### src/hdl/lcd4_pkg.sv
// lcd4_pkg: shared types, codes, command tables for the 4-bit character LCD sequencer.
// No dependencies; used by lcd4_ctrl, lcd4_dp and char_lcd_4bit_sequencer.
`timescale 1ns / 1ps
package lcd4_pkg;

	// request codes
	localparam logic [3:0] REQ_INIT      = 4'd0;
	localparam logic [3:0] REQ_CONTROL   = 4'd1;
	localparam logic [3:0] REQ_CLEAR     = 4'd2;
	localparam logic [3:0] REQ_GOTO      = 4'd3;
	localparam logic [3:0] REQ_CHAR      = 4'd4;
	localparam logic [3:0] REQ_BACKLIGHT = 4'd5;
	localparam logic [3:0] REQ_GLYPH_BEG = 4'd6;
	localparam logic [3:0] REQ_GLYPH_ROW = 4'd7;
	localparam logic [3:0] REQ_SCROLL_L  = 4'd8;
	localparam logic [3:0] REQ_SCROLL_R  = 4'd9;

	// status codes
	localparam logic [1:0] ST_OK            = 2'd0;
	localparam logic [1:0] ST_INVALID_ARG   = 2'd1;
	localparam logic [1:0] ST_NOT_SUPPORTED = 2'd2;

	// configuration register indexes
	localparam logic [1:0] CFG_LINE_COUNT    = 2'd0;
	localparam logic [1:0] CFG_FONT_TALL     = 2'd1;
	localparam logic [1:0] CFG_HAS_BACKLIGHT = 2'd2;

	// controller opcodes
	localparam logic [7:0] OP_CLEAR     = 8'h01;
	localparam logic [7:0] OP_ENTRY     = 8'h04;
	localparam logic [7:0] OP_DISPCTL   = 8'h08;
	localparam logic [7:0] OP_SHIFT     = 8'h10;
	localparam logic [7:0] OP_FUNCSET   = 8'h20;
	localparam logic [7:0] OP_CGRAM     = 8'h40;
	localparam logic [7:0] OP_DDRAM     = 8'h80;
	localparam logic [7:0] FS_EIGHT_BIT = 8'h10;
	localparam logic [7:0] FS_TWO_LINES = 8'h08;
	localparam logic [7:0] FS_TALL_FONT = 8'h04;
	localparam logic [7:0] EM_INCREMENT = 8'h02;
	localparam logic [7:0] DC_DISP_ON   = 8'h04;
	localparam logic [7:0] SHIFT_RIGHT  = 8'h04;

	// hold times in microseconds
	localparam logic [12:0] WAIT_NONE   = 13'd0;
	localparam logic [12:0] WAIT_STROBE = 13'd1;
	localparam logic [12:0] WAIT_SHORT  = 13'd60;
	localparam logic [12:0] WAIT_LONG   = 13'd3000;
	localparam logic [12:0] WAIT_INIT   = 13'd5000;

	// init runs four single nibbles followed by five full bytes
	localparam logic [3:0] INIT_NIBBLES   = 4'd4;
	localparam logic [3:0] INIT_LAST_UNIT = 4'd8;

	localparam logic [7:0] LINE_BASE [4] = '{8'h00, 8'h40, 8'h14, 8'h54};

	typedef struct packed {
		logic       accept;  // latch the incoming request
		logic       load;    // load the output register
		logic       last;    // this pin state closes the request
		logic [3:0] unit;    // nibble or byte index within the request
		logic [1:0] phase;   // 0/1 high nibble E high/low, 2/3 low nibble
	} lcd4_cmd_t;

	typedef struct packed {
		logic       single;    // one status-style result only
		logic       init_seq;  // init sequence in progress
		logic [3:0] last_unit; // index of the final unit
	} lcd4_sts_t;

	function automatic logic unit_is_nibble(input logic init_seq, input logic [3:0] unit);
		return init_seq && (unit < INIT_NIBBLES);
	endfunction

	function automatic logic [7:0] init_byte(input logic [3:0] unit, input logic [7:0] fset);
		logic [7:0] b;
		unique case (unit)
			4'd0, 4'd1, 4'd2: b = (OP_FUNCSET | FS_EIGHT_BIT) >> 4;
			4'd3:             b = OP_FUNCSET >> 4;
			4'd4:             b = fset;
			4'd5:             b = OP_DISPCTL;
			4'd6:             b = OP_CLEAR;
			4'd7:             b = OP_ENTRY | EM_INCREMENT;
			default:          b = OP_DISPCTL | DC_DISP_ON;
		endcase
		return b;
	endfunction

	function automatic logic [12:0] init_wait(input logic [3:0] unit);
		logic [12:0] w;
		unique case (unit)
			4'd0, 4'd1, 4'd2: w = WAIT_INIT;
			4'd6:             w = WAIT_LONG;
			default:          w = WAIT_SHORT;
		endcase
		return w;
	endfunction

endpackage

### src/hdl/lcd4_if.sv
// lcd4_if: request, pin-state and configuration channels of the LCD sequencer.
// No dependencies.
`timescale 1ns / 1ps
interface lcd4_req_if;
	logic       valid;
	logic       ready;
	logic [3:0] req_type;
	logic       switch_on;
	logic       cursor_on;
	logic       blink_on;
	logic [5:0] column;
	logic [2:0] text_line;
	logic [3:0] glyph;
	logic [7:0] byte_value;

	modport source(output valid, req_type, switch_on, cursor_on, blink_on, column,
		text_line, glyph, byte_value, input ready);
	modport sink(input valid, req_type, switch_on, cursor_on, blink_on, column,
		text_line, glyph, byte_value, output ready);
endinterface

interface lcd4_pins_if;
	logic        valid;
	logic        ready;
	logic        reg_select;
	logic        enable;
	logic [3:0]  nibble;
	logic        backlight_pin;
	logic [12:0] wait_us;
	logic [1:0]  status;
	logic        last;

	modport source(output valid, reg_select, enable, nibble, backlight_pin, wait_us,
		status, last, input ready);
	modport sink(input valid, reg_select, enable, nibble, backlight_pin, wait_us,
		status, last, output ready);
endinterface

interface lcd4_cfg_if;
	logic       valid;
	logic       ready;
	logic [1:0] index;
	logic [2:0] data;

	modport source(output valid, index, data, input ready);
	modport sink(input valid, index, data, output ready);
endinterface

### src/hdl/lcd4_ctrl.sv
// lcd4_ctrl: sequencer state machine; steps unit and phase, owns the output valid.
// Depends on lcd4_pkg.
`timescale 1ns / 1ps
module lcd4_ctrl (
	input  logic                  clk,
	input  logic                  arst_n,
	input  logic                  in_valid,
	output logic                  in_ready,
	output logic                  out_valid,
	input  logic                  out_ready,
	output lcd4_pkg::lcd4_cmd_t   cmd,
	input  lcd4_pkg::lcd4_sts_t   sts
);

	typedef enum logic [1:0] {
		S_IDLE,
		S_PREP,
		S_RUN
	} state_t;

	state_t     state_q;
	logic       out_valid_q;
	logic [3:0] unit_q;
	logic [1:0] phase_q;
	logic       adv;
	logic       last_state;
	logic [3:0] next_unit;

	assign in_ready   = (state_q == S_IDLE);
	assign out_valid  = out_valid_q;
	assign adv        = !out_valid_q || out_ready;
	assign last_state = sts.single || ((unit_q == sts.last_unit) && (phase_q == 2'd3));
	assign next_unit  = unit_q + 4'd1;

	always_comb begin
		cmd.accept = in_valid && in_ready;
		cmd.load   = (state_q == S_RUN) && adv;
		cmd.last   = last_state;
		cmd.unit   = unit_q;
		cmd.phase  = phase_q;
	end

	always_ff @(posedge clk or negedge arst_n) begin
		if (!arst_n) begin
			state_q     <= S_IDLE;
			out_valid_q <= 1'b0;
			unit_q      <= '0;
			phase_q     <= '0;
		end else begin
			if (cmd.load) begin
				out_valid_q <= 1'b1;
			end else if (out_ready) begin
				out_valid_q <= 1'b0;
			end
			unique case (state_q)
				S_IDLE: begin
					if (in_valid) begin
						state_q <= S_PREP;
					end
				end
				S_PREP: begin
					// single nibbles skip the high-nibble phases
					unit_q  <= '0;
					phase_q <= lcd4_pkg::unit_is_nibble(sts.init_seq, 4'd0) ? 2'd2 : 2'd0;
					state_q <= S_RUN;
				end
				S_RUN: begin
					if (adv) begin
						if (last_state) begin
							state_q <= S_IDLE;
						end else if (phase_q == 2'd3) begin
							unit_q  <= next_unit;
							phase_q <= lcd4_pkg::unit_is_nibble(sts.init_seq, next_unit)
								? 2'd2 : 2'd0;
						end else begin
							phase_q <= phase_q + 2'd1;
						end
					end
				end
				default: begin
					state_q <= S_IDLE;
				end
			endcase
		end
	end

	a_last_ends: assert property (@(posedge clk) disable iff (!arst_n)
		cmd.load && cmd.last |=> state_q == S_IDLE)
		else $error("sequencer kept running after the final pin state");

	a_unit_bound: assert property (@(posedge clk) disable iff (!arst_n)
		(state_q == S_RUN) && !sts.single |-> unit_q <= sts.last_unit)
		else $error("unit index ran past the last unit");

	a_nibble_phase: assert property (@(posedge clk) disable iff (!arst_n)
		(state_q == S_RUN) && lcd4_pkg::unit_is_nibble(sts.init_seq, unit_q) |-> phase_q[1])
		else $error("single nibble unit sent a high-nibble phase");

	a_no_load_idle: assert property (@(posedge clk) disable iff (!arst_n)
		cmd.accept |=> !cmd.load)
		else $error("output loaded before the request was decoded");

endmodule

### src/hdl/lcd4_dp.sv
// lcd4_dp: request decode, config and display state registers, pin-state output register.
// Depends on lcd4_pkg.
`timescale 1ns / 1ps
module lcd4_dp (
	input  logic                 clk,
	input  logic                 arst_n,
	input  lcd4_pkg::lcd4_cmd_t  cmd,
	output lcd4_pkg::lcd4_sts_t  sts,
	input  logic                 cfg_we,
	input  logic [1:0]           cfg_index,
	input  logic [2:0]           cfg_data,
	input  logic [3:0]           req_type,
	input  logic                 switch_on,
	input  logic                 cursor_on,
	input  logic                 blink_on,
	input  logic [5:0]           column,
	input  logic [2:0]           text_line,
	input  logic [3:0]           glyph,
	input  logic [7:0]           byte_value,
	output logic                 reg_select,
	output logic                 enable,
	output logic [3:0]           nibble,
	output logic                 backlight_pin,
	output logic [12:0]          wait_us,
	output logic [1:0]           status,
	output logic                 last
);

	// configuration and display state
	logic [2:0] line_count_q;
	logic       font_tall_q;
	logic       has_bl_q;
	logic       bl_q;
	logic [3:0] rows_left_q;

	// latched request plan
	logic       single_q;
	logic [1:0] status_q;
	logic       init_q;
	logic [3:0] last_unit_q;
	logic [7:0] byte0_q;
	logic       rs0_q;
	logic       long0_q;

	// output register
	logic        rs_q;
	logic        e_q;
	logic [3:0]  nib_q;
	logic        blp_q;
	logic [12:0] wait_q;
	logic [1:0]  st_q;
	logic        last_q;

	// decode
	logic       d_single;
	logic [1:0] d_status;
	logic       d_init;
	logic [3:0] d_last_unit;
	logic [7:0] d_byte;
	logic       d_rs;
	logic       d_long;
	logic       d_set_bl;
	logic       d_load_rows;
	logic       d_dec_rows;
	logic [3:0] rows;
	logic [7:0] fset;

	// unit datapath
	logic [7:0]  u_byte;
	logic        u_rs;
	logic [12:0] u_end_wait;
	logic [12:0] ph_wait;

	assign rows = font_tall_q ? 4'd10 : 4'd8;
	assign fset = lcd4_pkg::OP_FUNCSET
		| ((line_count_q > 3'd1) ? lcd4_pkg::FS_TWO_LINES : 8'h00)
		| (font_tall_q ? lcd4_pkg::FS_TALL_FONT : 8'h00);

	always_comb begin
		d_single    = 1'b0;
		d_status    = lcd4_pkg::ST_OK;
		d_init      = 1'b0;
		d_last_unit = 4'd0;
		d_byte      = 8'h00;
		d_rs        = 1'b0;
		d_long      = 1'b0;
		d_set_bl    = 1'b0;
		d_load_rows = 1'b0;
		d_dec_rows  = 1'b0;
		unique case (req_type)
			lcd4_pkg::REQ_INIT: begin
				if (line_count_q == 3'd0 || line_count_q > 3'd4) begin
					d_single = 1'b1;
					d_status = lcd4_pkg::ST_INVALID_ARG;
				end else begin
					d_init      = 1'b1;
					d_last_unit = lcd4_pkg::INIT_LAST_UNIT;
				end
			end
			lcd4_pkg::REQ_CONTROL: begin
				d_byte = lcd4_pkg::OP_DISPCTL | {5'b0, switch_on, cursor_on, blink_on};
			end
			lcd4_pkg::REQ_CLEAR: begin
				d_byte = lcd4_pkg::OP_CLEAR;
				d_long = 1'b1;
			end
			lcd4_pkg::REQ_GOTO: begin
				if (text_line >= line_count_q || text_line[2]) begin
					d_single = 1'b1;
					d_status = lcd4_pkg::ST_INVALID_ARG;
				end else begin
					// address wraps modulo 256
					d_byte = lcd4_pkg::OP_DDRAM + lcd4_pkg::LINE_BASE[text_line[1:0]]
						+ {2'b00, column};
				end
			end
			lcd4_pkg::REQ_CHAR: begin
				d_byte = byte_value;
				d_rs   = 1'b1;
			end
			lcd4_pkg::REQ_BACKLIGHT: begin
				d_single = 1'b1;
				if (!has_bl_q) begin
					d_status = lcd4_pkg::ST_NOT_SUPPORTED;
				end else begin
					d_set_bl = 1'b1;
				end
			end
			lcd4_pkg::REQ_GLYPH_BEG: begin
				if (glyph[3]) begin
					d_single = 1'b1;
					d_status = lcd4_pkg::ST_INVALID_ARG;
				end else begin
					// glyph * rows as glyph*8 plus glyph*2 for the tall font
					d_byte = lcd4_pkg::OP_CGRAM + {2'b00, glyph[2:0], 3'b000}
						+ (font_tall_q ? {4'b0000, glyph[2:0], 1'b0} : 8'h00);
					d_load_rows = 1'b1;
				end
			end
			lcd4_pkg::REQ_GLYPH_ROW: begin
				if (rows_left_q == 4'd0) begin
					d_single = 1'b1;
					d_status = lcd4_pkg::ST_INVALID_ARG;
				end else begin
					d_byte      = byte_value;
					d_rs        = 1'b1;
					d_dec_rows  = 1'b1;
					// final row appends a home move
					d_last_unit = (rows_left_q == 4'd1) ? 4'd1 : 4'd0;
				end
			end
			lcd4_pkg::REQ_SCROLL_L: begin
				d_byte = lcd4_pkg::OP_SHIFT | lcd4_pkg::OP_DISPCTL;
			end
			lcd4_pkg::REQ_SCROLL_R: begin
				d_byte = lcd4_pkg::OP_SHIFT | lcd4_pkg::OP_DISPCTL | lcd4_pkg::SHIFT_RIGHT;
			end
			default: begin
				d_single = 1'b1;
				d_status = lcd4_pkg::ST_INVALID_ARG;
			end
		endcase
	end

	always_ff @(posedge clk or negedge arst_n) begin
		if (!arst_n) begin
			line_count_q <= 3'd2;
			font_tall_q  <= 1'b0;
			has_bl_q     <= 1'b1;
			bl_q         <= 1'b0;
			rows_left_q  <= 4'd0;
			single_q     <= 1'b0;
			init_q       <= 1'b0;
			last_unit_q  <= 4'd0;
		end else begin
			if (cfg_we) begin
				unique case (cfg_index)
					lcd4_pkg::CFG_LINE_COUNT:    line_count_q <= cfg_data;
					lcd4_pkg::CFG_FONT_TALL:     font_tall_q  <= cfg_data[0];
					lcd4_pkg::CFG_HAS_BACKLIGHT: has_bl_q     <= cfg_data[0];
					default: ;
				endcase
			end
			if (cmd.accept) begin
				single_q    <= d_single;
				init_q      <= d_init;
				last_unit_q <= d_last_unit;
				if (d_set_bl) begin
					bl_q <= switch_on;
				end
				if (d_load_rows) begin
					rows_left_q <= rows;
				end else if (d_dec_rows) begin
					rows_left_q <= rows_left_q - 4'd1;
				end
			end
		end
	end

	// plan payload, no reset needed
	always_ff @(posedge clk) begin
		if (cmd.accept) begin
			status_q <= d_status;
			byte0_q  <= d_byte;
			rs0_q    <= d_rs;
			long0_q  <= d_long;
		end
	end

	always_comb begin
		if (init_q) begin
			u_byte     = lcd4_pkg::init_byte(cmd.unit, fset);
			u_rs       = 1'b0;
			u_end_wait = lcd4_pkg::init_wait(cmd.unit);
		end else if (!cmd.unit[0]) begin
			u_byte     = byte0_q;
			u_rs       = rs0_q;
			u_end_wait = long0_q ? lcd4_pkg::WAIT_LONG : lcd4_pkg::WAIT_SHORT;
		end else begin
			u_byte     = lcd4_pkg::OP_DDRAM;
			u_rs       = 1'b0;
			u_end_wait = lcd4_pkg::WAIT_SHORT;
		end
		if (!cmd.phase[0]) begin
			ph_wait = lcd4_pkg::WAIT_STROBE;
		end else if (cmd.phase[1]) begin
			ph_wait = u_end_wait;
		end else begin
			ph_wait = lcd4_pkg::WAIT_NONE;
		end
	end

	always_ff @(posedge clk) begin
		if (cmd.load) begin
			blp_q  <= bl_q;
			last_q <= cmd.last;
			if (single_q) begin
				rs_q   <= 1'b0;
				e_q    <= 1'b0;
				nib_q  <= 4'd0;
				wait_q <= lcd4_pkg::WAIT_NONE;
				st_q   <= status_q;
			end else begin
				rs_q   <= u_rs;
				e_q    <= !cmd.phase[0];
				nib_q  <= cmd.phase[1] ? u_byte[3:0] : u_byte[7:4];
				wait_q <= ph_wait;
				st_q   <= lcd4_pkg::ST_OK;
			end
		end
	end

	always_comb begin
		sts.single    = single_q;
		sts.init_seq  = init_q;
		sts.last_unit = last_unit_q;
	end

	assign reg_select    = rs_q;
	assign enable        = e_q;
	assign nibble        = nib_q;
	assign backlight_pin = blp_q;
	assign wait_us       = wait_q;
	assign status        = st_q;
	assign last          = last_q;

endmodule

### src/hdl/char_lcd_4bit_sequencer.sv
// char_lcd_4bit_sequencer: top level of the 4-bit character LCD pin sequencer.
// Depends on lcd4_pkg, lcd4_if, lcd4_ctrl and lcd4_dp.
`timescale 1ns / 1ps

// Each request item on req turns into a run of pin-state items on pins: a byte goes out
// as four states (high nibble with E high, E low, then the low nibble the same way),
// each carrying rs, the backlight level and the hold time in microseconds, which the
// downstream driver times out. Init yields 28 states, a glyph row that closes an upload
// yields 8 (the row plus a move home), other bus requests 4, and backlight or rejected
// requests a single state whose status field says ok, invalid_arg or not_supported.
// The sequencer handles one request at a time and, while pins is not stalled, emits one
// pin state per cycle within a request: the request plan is latched when it is taken in
// the idle state, the prep state sets up the first unit, then its states follow in order. The next request is
// taken as soon as the final state sits in the output register, even if it has not
// been taken yet. cfg is always ready; write it only while the block is idle. Index 0
// sets line_count, 1 font_tall, 2 has_backlight_pin; other indexes are ignored.
module char_lcd_4bit_sequencer (
	input  logic         clk,
	input  logic         arst_n,
	lcd4_req_if.sink     req,
	lcd4_pins_if.source  pins,
	lcd4_cfg_if.sink     cfg
);

	lcd4_pkg::lcd4_cmd_t cmd;
	lcd4_pkg::lcd4_sts_t sts;

	// configuration writes never stall
	assign cfg.ready = 1'b1;

	// controller: handshakes and unit/phase stepping
	lcd4_ctrl u_ctrl (
		.clk       (clk),
		.arst_n    (arst_n),
		.in_valid  (req.valid),
		.in_ready  (req.ready),
		.out_valid (pins.valid),
		.out_ready (pins.ready),
		.cmd       (cmd),
		.sts       (sts)
	);

	// datapath: decode, state registers, pin-state output register
	lcd4_dp u_dp (
		.clk           (clk),
		.arst_n        (arst_n),
		.cmd           (cmd),
		.sts           (sts),
		.cfg_we        (cfg.valid),
		.cfg_index     (cfg.index),
		.cfg_data      (cfg.data),
		.req_type      (req.req_type),
		.switch_on     (req.switch_on),
		.cursor_on     (req.cursor_on),
		.blink_on      (req.blink_on),
		.column        (req.column),
		.text_line     (req.text_line),
		.glyph         (req.glyph),
		.byte_value    (req.byte_value),
		.reg_select    (pins.reg_select),
		.enable        (pins.enable),
		.nibble        (pins.nibble),
		.backlight_pin (pins.backlight_pin),
		.wait_us       (pins.wait_us),
		.status        (pins.status),
		.last          (pins.last)
	);

endmodule
### src/flat_wrapper.sv
// flat-port wrapper written by rule: the top's interface ports become plain ports
module char_lcd_4bit_sequencer_flat 
  (clk, arst_n, req_valid, req_req_type, req_switch_on, req_cursor_on, req_blink_on, req_column, req_text_line, req_glyph, req_byte_value, req_ready, pins_valid, pins_reg_select, pins_enable, pins_nibble, pins_backlight_pin, pins_wait_us, pins_status, pins_last, pins_ready, cfg_valid, cfg_index, cfg_data, cfg_ready);
  lcd4_req_if req_i ();
  lcd4_pins_if pins_i ();
  lcd4_cfg_if cfg_i ();
  input  logic clk;
  input  logic arst_n;
  input wire logic [$bits(req_i.valid)-1:0] req_valid;
  input wire logic [$bits(req_i.req_type)-1:0] req_req_type;
  input wire logic [$bits(req_i.switch_on)-1:0] req_switch_on;
  input wire logic [$bits(req_i.cursor_on)-1:0] req_cursor_on;
  input wire logic [$bits(req_i.blink_on)-1:0] req_blink_on;
  input wire logic [$bits(req_i.column)-1:0] req_column;
  input wire logic [$bits(req_i.text_line)-1:0] req_text_line;
  input wire logic [$bits(req_i.glyph)-1:0] req_glyph;
  input wire logic [$bits(req_i.byte_value)-1:0] req_byte_value;
  output wire logic [$bits(req_i.ready)-1:0] req_ready;
  output wire logic [$bits(pins_i.valid)-1:0] pins_valid;
  output wire logic [$bits(pins_i.reg_select)-1:0] pins_reg_select;
  output wire logic [$bits(pins_i.enable)-1:0] pins_enable;
  output wire logic [$bits(pins_i.nibble)-1:0] pins_nibble;
  output wire logic [$bits(pins_i.backlight_pin)-1:0] pins_backlight_pin;
  output wire logic [$bits(pins_i.wait_us)-1:0] pins_wait_us;
  output wire logic [$bits(pins_i.status)-1:0] pins_status;
  output wire logic [$bits(pins_i.last)-1:0] pins_last;
  input wire logic [$bits(pins_i.ready)-1:0] pins_ready;
  input wire logic [$bits(cfg_i.valid)-1:0] cfg_valid;
  input wire logic [$bits(cfg_i.index)-1:0] cfg_index;
  input wire logic [$bits(cfg_i.data)-1:0] cfg_data;
  output wire logic [$bits(cfg_i.ready)-1:0] cfg_ready;
  assign req_i.valid = req_valid;
  assign req_i.req_type = req_req_type;
  assign req_i.switch_on = req_switch_on;
  assign req_i.cursor_on = req_cursor_on;
  assign req_i.blink_on = req_blink_on;
  assign req_i.column = req_column;
  assign req_i.text_line = req_text_line;
  assign req_i.glyph = req_glyph;
  assign req_i.byte_value = req_byte_value;
  assign req_ready = req_i.ready;
  assign pins_valid = pins_i.valid;
  assign pins_reg_select = pins_i.reg_select;
  assign pins_enable = pins_i.enable;
  assign pins_nibble = pins_i.nibble;
  assign pins_backlight_pin = pins_i.backlight_pin;
  assign pins_wait_us = pins_i.wait_us;
  assign pins_status = pins_i.status;
  assign pins_last = pins_i.last;
  assign pins_i.ready = pins_ready;
  assign cfg_i.valid = cfg_valid;
  assign cfg_i.index = cfg_index;
  assign cfg_i.data = cfg_data;
  assign cfg_ready = cfg_i.ready;
  char_lcd_4bit_sequencer u_core (.clk(clk), .arst_n(arst_n), .req(req_i), .pins(pins_i), .cfg(cfg_i));
endmodule
### config.mk
export PLATFORM = sky130hd
export DESIGN_NAME = char_lcd_4bit_sequencer_flat
export DESIGN_NICKNAME = d
export VERILOG_FILES = /design/src/hdl/lcd4_pkg.sv /design/src/hdl/lcd4_if.sv /design/src/hdl/lcd4_ctrl.sv /design/src/hdl/lcd4_dp.sv /design/src/hdl/char_lcd_4bit_sequencer.sv /design/src/flat_wrapper.sv
export SDC_FILE = /design/constraint.sdc
export NUM_CORES = 1
export LEC_CHECK = 0
export ABC_AREA = 1
export BUFFER_PORTS_ARGS = -buffer_cell sky130_fd_sc_hd__buf_2
export CORE_MARGIN = 4
export CORE_UTILIZATION = 55
export DETAILED_ROUTE_END_ITERATION = 7
export HOLD_SLACK_MARGIN = 0.15
export PLACE_DENSITY = 0.77
export SLEW_MARGIN = 5
export SYNTH_ARGS = -nofsm -noshare
export SYNTH_HDL_FRONTEND = slang
export SYNTH_SLANG_ARGS = --single-unit
### constraint.sdc
create_clock -name clk -period 1.8 [get_ports clk]
set_input_delay 0.36 -clock clk [delete_from_list [all_inputs] [get_ports clk]]
set_output_delay 0.36 -clock clk [all_outputs]
set_load 0.01 [all_outputs]
-- Word level (Yosys, flattened, before mapping)
Index checks and enable logic that the tools add are counted.
- register bits: 60
- input bits: 38
- logic and storage cells: 163
- output and inout bits: 26
- order comparisons: 5
- equality and inequality tests: 28
- $add $sub $neg: 7
- reduce and logical (&&, ||, !) cells: 31
- bitwise logic cells: 4
- mux-type cells: 64
- operator list (kind ; count):
    $pmux W8 S8 ; 1
    $mux W8 ; 7
    $mux W4 ; 9
    $pmux W6 S6 ; 1
    $eq A4 B3 Y1 const B ; 8
    $pmux W13 S2 ; 1
    $mux W12 ; 2
    $mux W1 ; 23
    $mux W2 ; 10
    $bmux W8 S2 ; 1
    $eq A4 B2 Y1 const B ; 4
    $pmux W4 S2 ; 2
    $mux W13 ; 1
    $eq A4 B1 Y1 const B ; 3
    $logic_not A4 Y1 ; 3
    $pmux W2 S6 ; 1
    $reduce_and A2 Y1 ; 5
    $reduce_or A3 Y1 ; 3
    $add A7 B6 Y8 const A ; 1
    $add A8 B4 Y8 ; 1
    $add A8 B6 Y8 ; 1
    $add A8 B8 Y8 const A ; 1
    $eq A4 B4 Y1 const B ; 2
    $ne A2 B2 Y1 const B ; 4
    other kinds (29) ; 44

-- Depth between registers and ports, before layout
Gate-level depths: netlist of run 1.
- depth after elaboration: 8
- mapped depth: 10

-- Modules after synthesis
From an unflattened synthesis of run 1, not the netlist that was laid out.
- cell total of the unflattened synthesis: 384
- area total of the unflattened synthesis: 3166.8 µm²
- by module, submodules not included (module ; area an instance (µm²) ; cells each ; times used):
    lcd4_dp ; 2537.4 ; 298 ; 1
    lcd4_ctrl ; 618.1 ; 84 ; 1
    char_lcd_4bit_sequencer ; 11.3 ; 2 ; 1

-- Worst setup path before layout of run 1
Ideal clock, no wire load.
- kind: register to register
- start point: reg u_core.u_dp.font_tall_q
- end point: reg u_core.u_dp.byte0_q[5] (data pin)
- period minus slack after synthesis: 1.601 ns
- cell stages (with the launch flop): 8
- data required time: 1.543 ns
- arrival time: 1.345 ns
- path slack: 0.199 ns
- cells stage by stage: dfrtp_1 -> nand2_1 -> inv_1 -> ha_1 -> ha_1 -> ha_1 -> a22oi_1 -> nand2_1
- cells in the longest elaborated chain, start to end: 4
- RTL lines (element ; RTL line ; source):
    start, declared ; lcd4_dp.sv:31 ; logic font_tall_q;
    start signal, assigned ; lcd4_dp.sv:179 ; lcd4_pkg::CFG_FONT_TALL: font_tall_q <= cfg_data[0];
    $mux W4 ; lcd4_dp.sv:136 ; + (font_tall_q ? {4'b0000, glyph[2:0], 1'b0} : 8'h00);
    $add A8 B4 Y8 ; lcd4_dp.sv:136 ;
    $mux W8 ; lcd4_dp.sv:130 ; if (glyph[3]) begin
    $pmux W8 S8 ; lcd4_dp.sv:90 ; unique case (req_type)
    named net u_core.u_dp.d_byte[5] ; lcd4_dp.sv:59 ; logic [7:0] d_byte;
    end signal, assigned ; lcd4_dp.sv:204 ; byte0_q <= d_byte;
    end, declared ; lcd4_dp.sv:41 ; logic [7:0] byte0_q;
The timed path passes the listed nets, and every way through them passes these cells.
A chain may end at the register's enable or synchronous reset.

-- Final worst setup path of run 1
- start point: reg u_core.u_dp.line_count_q[1]
- end point: reg u_core.u_dp.byte0_q[7] (data pin)
- cells in the longest elaborated chain, start to end: 4
- RTL lines (element ; RTL line ; source):
    start, declared ; lcd4_dp.sv:30 ; logic [2:0] line_count_q;
    start signal, assigned ; lcd4_dp.sv:178 ; lcd4_pkg::CFG_LINE_COUNT: line_count_q <= cfg_data;
    $ge A3 B3 Y1 ; lcd4_dp.sv:108 ; if (text_line >= line_count_q || text_line[2]) begin
    $logic_or A1 B1 Y1 ; lcd4_dp.sv:108 ;
    $mux W8 ; lcd4_dp.sv:108 ;
    $pmux W8 S8 ; lcd4_dp.sv:90 ;
    named net u_core.u_dp.d_byte[7] ; lcd4_dp.sv:59 ;
The timed path passes the listed nets, and every way through them passes these cells.

==> impl_metrics.tcl, run 1 <==
set metrics [dict create \
    outcome "finished clean" \
    timing_max_transition_violations_final 0 \
    floorplan.io_pins 64 \
    grt_first_pass_wirelength_um 10890 \
    power.switching_uw 1458 \
    vias_per_cell 5.154 \
    overflow 0 \
    antenna_cell_count 0 \
    worstPathBufferInverterCount 1 \
    most_common_cell_after_layout_fill_and_taps_aside "sky130_fd_sc_hd__nand2_1" \
    floorplan.die.width_um 82.92 \
    timing.critical_path.arrival_ns 1.74 \
    seq_area_frac_synth 0.4597 \
    cp_cell_sequence "inv_1 > ha_4 > nand3b_1 > nand4_1 > nor2_4 > o21ai_1 > nand3_1" \
    setup_viol 0 \
    power.share.switching 0.3675 \
    cts.path.max_buffers 2 \
    rsz0062_at_grt "false" \
    clock_sink_count 51 \
    timing.critical_path.max_delay_family "flip-flops" \
    sequentialPowerShare 0.449 \
    cellInternalPower_uw 2509 \
    antenna_found_initial 0 \
    dp_hpwl_um 5097 \
    final_hold_viol_count 0 \
    postSynth.asyncResetShare 0.4510 \
    dr_total_vias 2608 \
    drv_cap 0 \
    port_buffers 59 \
    starting_utilization_of_the_core_area 0.5640 \
    cts.reportedPaths.clkPinSlew_ns 0.09 \
    grt_max_degree 24 \
    routedWlPerCell_um 12.51 \
    fmax_mhz 589.5 \
    postSynthAreaPerCell_sq_um 8.365 \
    final_cell_area_sq_um 3600 \
    timing.critical_path.slowest_stage_cell "sky130_fd_sc_hd__dfstp_2" \
    placement.setup.worst_slack_ns 0.06398 \
    most-common-layout-cells "sky130_fd_sc_hd__nand2_1, sky130_fd_sc_hd__buf_2, sky130_fd_sc_hd__inv_1" \
    placed_cell_area_sq_um 3442 \
    p_leak_uw 0.001739 \
    min_path_type "primary input to register" \
    ys_types 33 \
    number_of_buffers_added_by_the_clock_tree_synthesis_step 5 \
    postRouteAntennaNets 0 \
    ys.flop_type "sky130_fd_sc_hd__edfxtp_1" \
    tritoncts "yes" \
    syn_to_final_growth_pct 16.62 \
    worst_setup_path_end_kind "register" \
    post-cts-setup-buffers 0 \
    post-route-min-period_ns 1.696 \
    syn-cell-area_sq_um 3087 \
    htreeDepth 2 \
    yosysWarnings 0 \
    timing.critical_path.slowest_cell_delay_ns 0.55 \
    postLayoutSetupSlackWorst_ns 0.1038 \
    drt-total-wl_um 6329 \
    insertion_delay_ns 0.30 \
    nNetsFinal 487 \
    ir_worst_vdd_uv 565.6 \
    critPathMaxFanout 8 \
    die_h_um 82.92 \
    critical_path_class "register to register" \
    holdWs_ns 0.2713 \
    layout_cell_share_with_drive_strength_beyond_1 0.2442 \
    cp_data_required_time_ns 1.85 \
    worstSetupStartpointType "register" \
    skew_ns 0.006339 \
    postSynthCellCount 369 \
    final.setup.tns_ns 0 \
    route.detailed.drc 0 \
    synth_edf_count 28 \
    place_congestion 0.9143 \
    groute.usage.overall 0.1911 \
    clock_power_share 0.188 \
    drt_iter0_markers 124 \
    period_share 0.9423 \
    first_pass_iters 4 \
    placeableCoreArea_sq_um 5473 \
    root_buffer "sky130_fd_sc_hd__clkbuf_8" \
    power_density_nw_per_um2 1102 \
    fp.dieArea_sq_um 6875 \
    yosys_register_bits 51 \
    share_comb_of_total_power 0.363 \
    grt_pass1_vias 2542 \
    row_count 27 \
    power.total_uw 3966 \
]
-- path summary, 6_finish.rpt --
check | slack, ns | from | to | cells after the start
max | 0.10 | u_core.u_dp.line_count_q[1] | u_core.u_dp.byte0_q[7] | 7
min reg2reg | 0.46 | u_core.u_dp.bl_q | u_core.u_dp.backlight_pin | 0
max reg2reg | 0.10 | u_core.u_dp.line_count_q[1] | u_core.u_dp.byte0_q[7] | 7
min | 0.27 | pins_ready | u_core.u_ctrl.out_valid | 2
min in group asynchronous | 0.55 | arst_n | u_core.u_dp.bl_q | 2
max in group asynchronous | 0.88 | arst_n | u_core.u_ctrl.unit_q[0] | 2
-- Yosys cell counts, types with 4 or more instances --
master	instances	share of area
sky130_fd_sc_hd__nand2_1	85	0.10
sky130_fd_sc_hd__inv_1	52	0.063
sky130_fd_sc_hd__nand3_1	35	0.057
sky130_fd_sc_hd__nor2_1	35	0.043
sky130_fd_sc_hd__edfxtp_1	28	0.27
sky130_fd_sc_hd__dfrtp_1	21	0.17
sky130_fd_sc_hd__o21ai_0	17	0.028
sky130_fd_sc_hd__ha_1	16	0.065
sky130_fd_sc_hd__a21oi_1	14	0.023
sky130_fd_sc_hd__buf_4	9	0.022
sky130_fd_sc_hd__nand4_1	7	0.014
sky130_fd_sc_hd__nor2_4	6	0.022
sky130_fd_sc_hd__nand2_2	5	0.010
sky130_fd_sc_hd__xor2_1	5	0.014
sky130_fd_sc_hd__o21ai_1	4	0.0065
-- sequential cells by signal, indices dropped and copies added (netlist names), 2 cells and up --
name and flops:
u_core.u_ctrl.phase_q 2, u_core.u_dp.line_count_q 3, u_core.u_dp.rows_left_q 4, u_core.u_dp.status_q 2, u_core.u_ctrl.unit_q 4, u_core.u_dp.wait_us 6
u_core.u_ctrl.state_q 2, u_core.u_dp.last_unit_q 2, u_core.u_dp.byte0_q 8, u_core.u_dp.nibble 4, u_core.u_dp.status 2
-- through the flow --
step,std cells,util
6_report,506,0.6578
5_1_grt,506,0.6578
4_1_cts,506,0.6513
3_5_place_dp,497,0.6289
3_3_place_gp,497,0.6289
2_1_floorplan,371,-
-- cell type report --
| cell class | count | area (sq um) |
|---|---|---|
| fill | 471 | 1873 |
| timing repair buffer | 64 | 335.3 |
| tap | 72 | 90.09 |
| multi-input combinational | 255 | 1430 |
| sequential | 51 | 1420 |
| inverter | 56 | 211.5 |
| clock buffer | 7 | 107.6 |
| clock inverter | 1 | 5.005 |
-- power groups by stage --
stage	Clock [uW]	Sequential, uW	Combinational (uW)
after floorplan	0	1820	980
final	746	1780	1440
after CTS	768	1780	1430
after global routing	824	1820	1650
after global placement	0	1800	1390
after detailed placement	0	1800	1430
-- cell families after synthesis --
group / Yosys count / share of synthesized area
flops: 51 / 0.4597
other cells: 2 / 0.002433
simple gates: 188 / 0.2906
buf+inv: 65 / 0.09039
fa+ha+maj: 16 / 0.06486
xor+xnor: 5 / 0.01419
compound gates: 42 / 0.07783
-- routing by layer --
metal,routed length (um),track usage,up-vias
li1,-,-,1317
met1,2656,0.2276,1188
met2,3118,0.3273,91
met3,412,0.04762,12
met4,140,0.08172,0
met5,0,0,-
-- what timing repair did --
action,4_1_cts,5_1_grt
resized for setup,0,6
hold endpoints to repair,21,0
hold buffers,1,0
endpoints found under the setup margin,0,10
Note: power is estimated with default switching activity, not from simulation.
==> run 2, diff against run 1 <==
Settings changed: CORE_MARGIN 4 to default.
==> impl_metrics.tcl, run 2 (synthesized netlist as in run 1, its figures left out) <==
set metrics [dict create \
    final-seq-area_sq_um 1420 \
    cts.path.max_buffers 2 \
    timing.critical_path.slowest_stage_cell "sky130_fd_sc_hd__dfrtp_1" \
    timing_max_transition_violations_final 0 \
    maxSlewHeadroom 0.6611 \
    first_pass_iters 4 \
    fp.dieArea_sq_um 5916 \
    number_of_buffers_added_by_the_clock_tree_synthesis_step 5 \
    grt_first_pass_wirelength_um 11180 \
    tritoncts "yes" \
    p_leak_uw 0.001740 \
    root_buffer "sky130_fd_sc_hd__clkbuf_8" \
    htreeDepth 2 \
    grt_pass1_vias 2601 \
    postLayoutSetupSlackWorst_ns 0.1212 \
    skew_ns 0.007263 \
    grt_max_degree 24 \
    dp_hpwl_um 4977 \
    cts.reportedPaths.clkPinSlew_ns 0.09 \
    drt-total-wl_um 6167 \
    final.setup.tns_ns 0 \
    clock_sink_count 51 \
    drv_cap 0 \
    cp_data_required_time_ns 1.96 \
    drt_iter0_markers 139 \
    overflow 0 \
    placement.setup.worst_slack_ns 0.07846 \
    die_h_um 76.92 \
    timing.critical_path.arrival_ns 1.84 \
    total_area_of_multi_input_combinational_cells_sq_um 1409 \
    row_count 26 \
    period_share 0.9327 \
    holdWs_ns 0.2526 \
    post-route-min-period_ns 1.679 \
    critical_path_class "register to register" \
    min_path_type "primary input to register" \
    worstSetupStartpointType "register" \
    antenna_found_initial 0 \
    ff2ff_setup_slack_ns 0.12 \
    groute.usage.overall 0.2364 \
    worstPathBufferInverterCount 1 \
    vias_per_cell 5.122 \
    worst-path-stages 7 \
    slew_at_the_pin_with_the_worst_max_slew_slack_ns 0.5084 \
    routedWlPerCell_um 12.16 \
    postRouteAntennaNets 0 \
    worst_setup_path_end_kind "register" \
    floorplan.die.width_um 76.92 \
    largest_register_ff_count 8 \
    holdPathStages 2 \
    dp_cells 497 \
    setup_viol 0 \
    insertion_delay_ns 0.30 \
    place_congestion 0.9161 \
    antenna_cell_count 0 \
    critPathMaxFanout 8 \
    floorplan.io_pins 64 \
    cp_cell_sequence "inv_1 > ha_1 > a21oi_1 > nand4_1 > nor2_4 > o21ai_1 > nand3_1" \
    timing.critical_path.slowest_cell_delay_ns 0.39 \
    layout_cell_share_with_drive_strength_beyond_1 0.2403 \
    timing.critical_path.max_delay_family "simple AND/OR/NAND/NOR gates" \
    fillCellCount 483 \
    final_hold_viol_count 0 \
    most_common_cell_after_layout_fill_and_taps_aside "sky130_fd_sc_hd__nand2_1" \
    rsz0062_at_grt "false" \
    ir_worst_vdd_uv 611.2 \
    worst-r2r-cell-count 7 \
    placeableCoreArea_sq_um 5270 \
    outcome "finished clean" \
    final_cells 507 \
    route.detailed.drc 0 \
    fmax_mhz 595.7 \
    power_density_nw_per_um2 1093 \
    most-common-layout-cells "sky130_fd_sc_hd__nand2_1, sky130_fd_sc_hd__buf_2, sky130_fd_sc_hd__inv_1" \
    starting_utilization_of_the_core_area 0.5857 \
    syn_to_final_growth_pct 15.69 \
    max_flop_register "u_core.u_dp.byte0_q" \
    nNetsFinal 490 \
    port_buffers 59 \
    dr_total_vias 2597 \
]
run 2: final cells by class:
class                   instances  area share
flip-flops and latches         51      0.3977
multi-input cells             255      0.3945
repair buffers                 67      0.1002
inverters                      56     0.05922
well taps                      70     0.02453
clock buffers                   7     0.02242
clock inverters                 1    0.001402
run 2: what timing repair did:
item | 4_1_cts | 5_1_grt
hold endpoints to repair | 21 | 0
endpoints found under the setup margin | 0 | 6
hold buffers | 1 | 0
gates resized for setup | 0 | 3
setup buffers | 0 | 1
run 2: report_power, final:
group          internal, uW  switching, uW  total [uW]
registers              1600            175        1780
logic                   537            947        1480
clock network           289            354         642
total                  2430           1480        3900
run 2: worst register-to-register path, stage by stage, from the launching register on:
cell                      delay [ns]
sky130_fd_sc_hd__dfrtp_1        0.39
sky130_fd_sc_hd__inv_1          0.13
sky130_fd_sc_hd__ha_1           0.27
sky130_fd_sc_hd__a21oi_1        0.16
sky130_fd_sc_hd__nand4_1        0.18
sky130_fd_sc_hd__nor2_4         0.24
sky130_fd_sc_hd__o21ai_1        0.10
sky130_fd_sc_hd__nand3_1        0.08
run 2: path summary, 6_finish.rpt:
kind                                        endpoint                         from
max reg2reg                   u_core.u_dp.byte0_q[7]  u_core.u_dp.line_count_q[2]
min                          u_core.u_ctrl.out_valid                   pins_ready
max                           u_core.u_dp.byte0_q[7]  u_core.u_dp.line_count_q[2]
min reg2reg                u_core.u_dp.backlight_pin             u_core.u_dp.bl_q
max in group asynchronous    u_core.u_ctrl.unit_q[1]                       arst_n
min in group asynchronous    u_core.u_ctrl.out_valid                       arst_n
run 2: layer usage:
| metal | wire (um) | vias up | GRT usage |
|---|---|---|---|
| met2 | 3091 | 92 | 0.4277 |
| li1 | - | 1335 | - |
| met3 | 363 | 8 | 0.04405 |
| met5 | 0 | - | 0 |
| met1 | 2647 | 1162 | 0.2878 |
| met4 | 65 | 0 | 0.05769 |
run 2: through the flow:
step                      area, sq um  utilization  total power [uW]
after CTS                        3550       0.6736              3920
after global routing             3571       0.6776              4215
after floorplan                  3094            -              2797
final                            3571       0.6776              3903
after global placement           3455       0.6555              3212
after detailed placement         3455       0.6555              3276
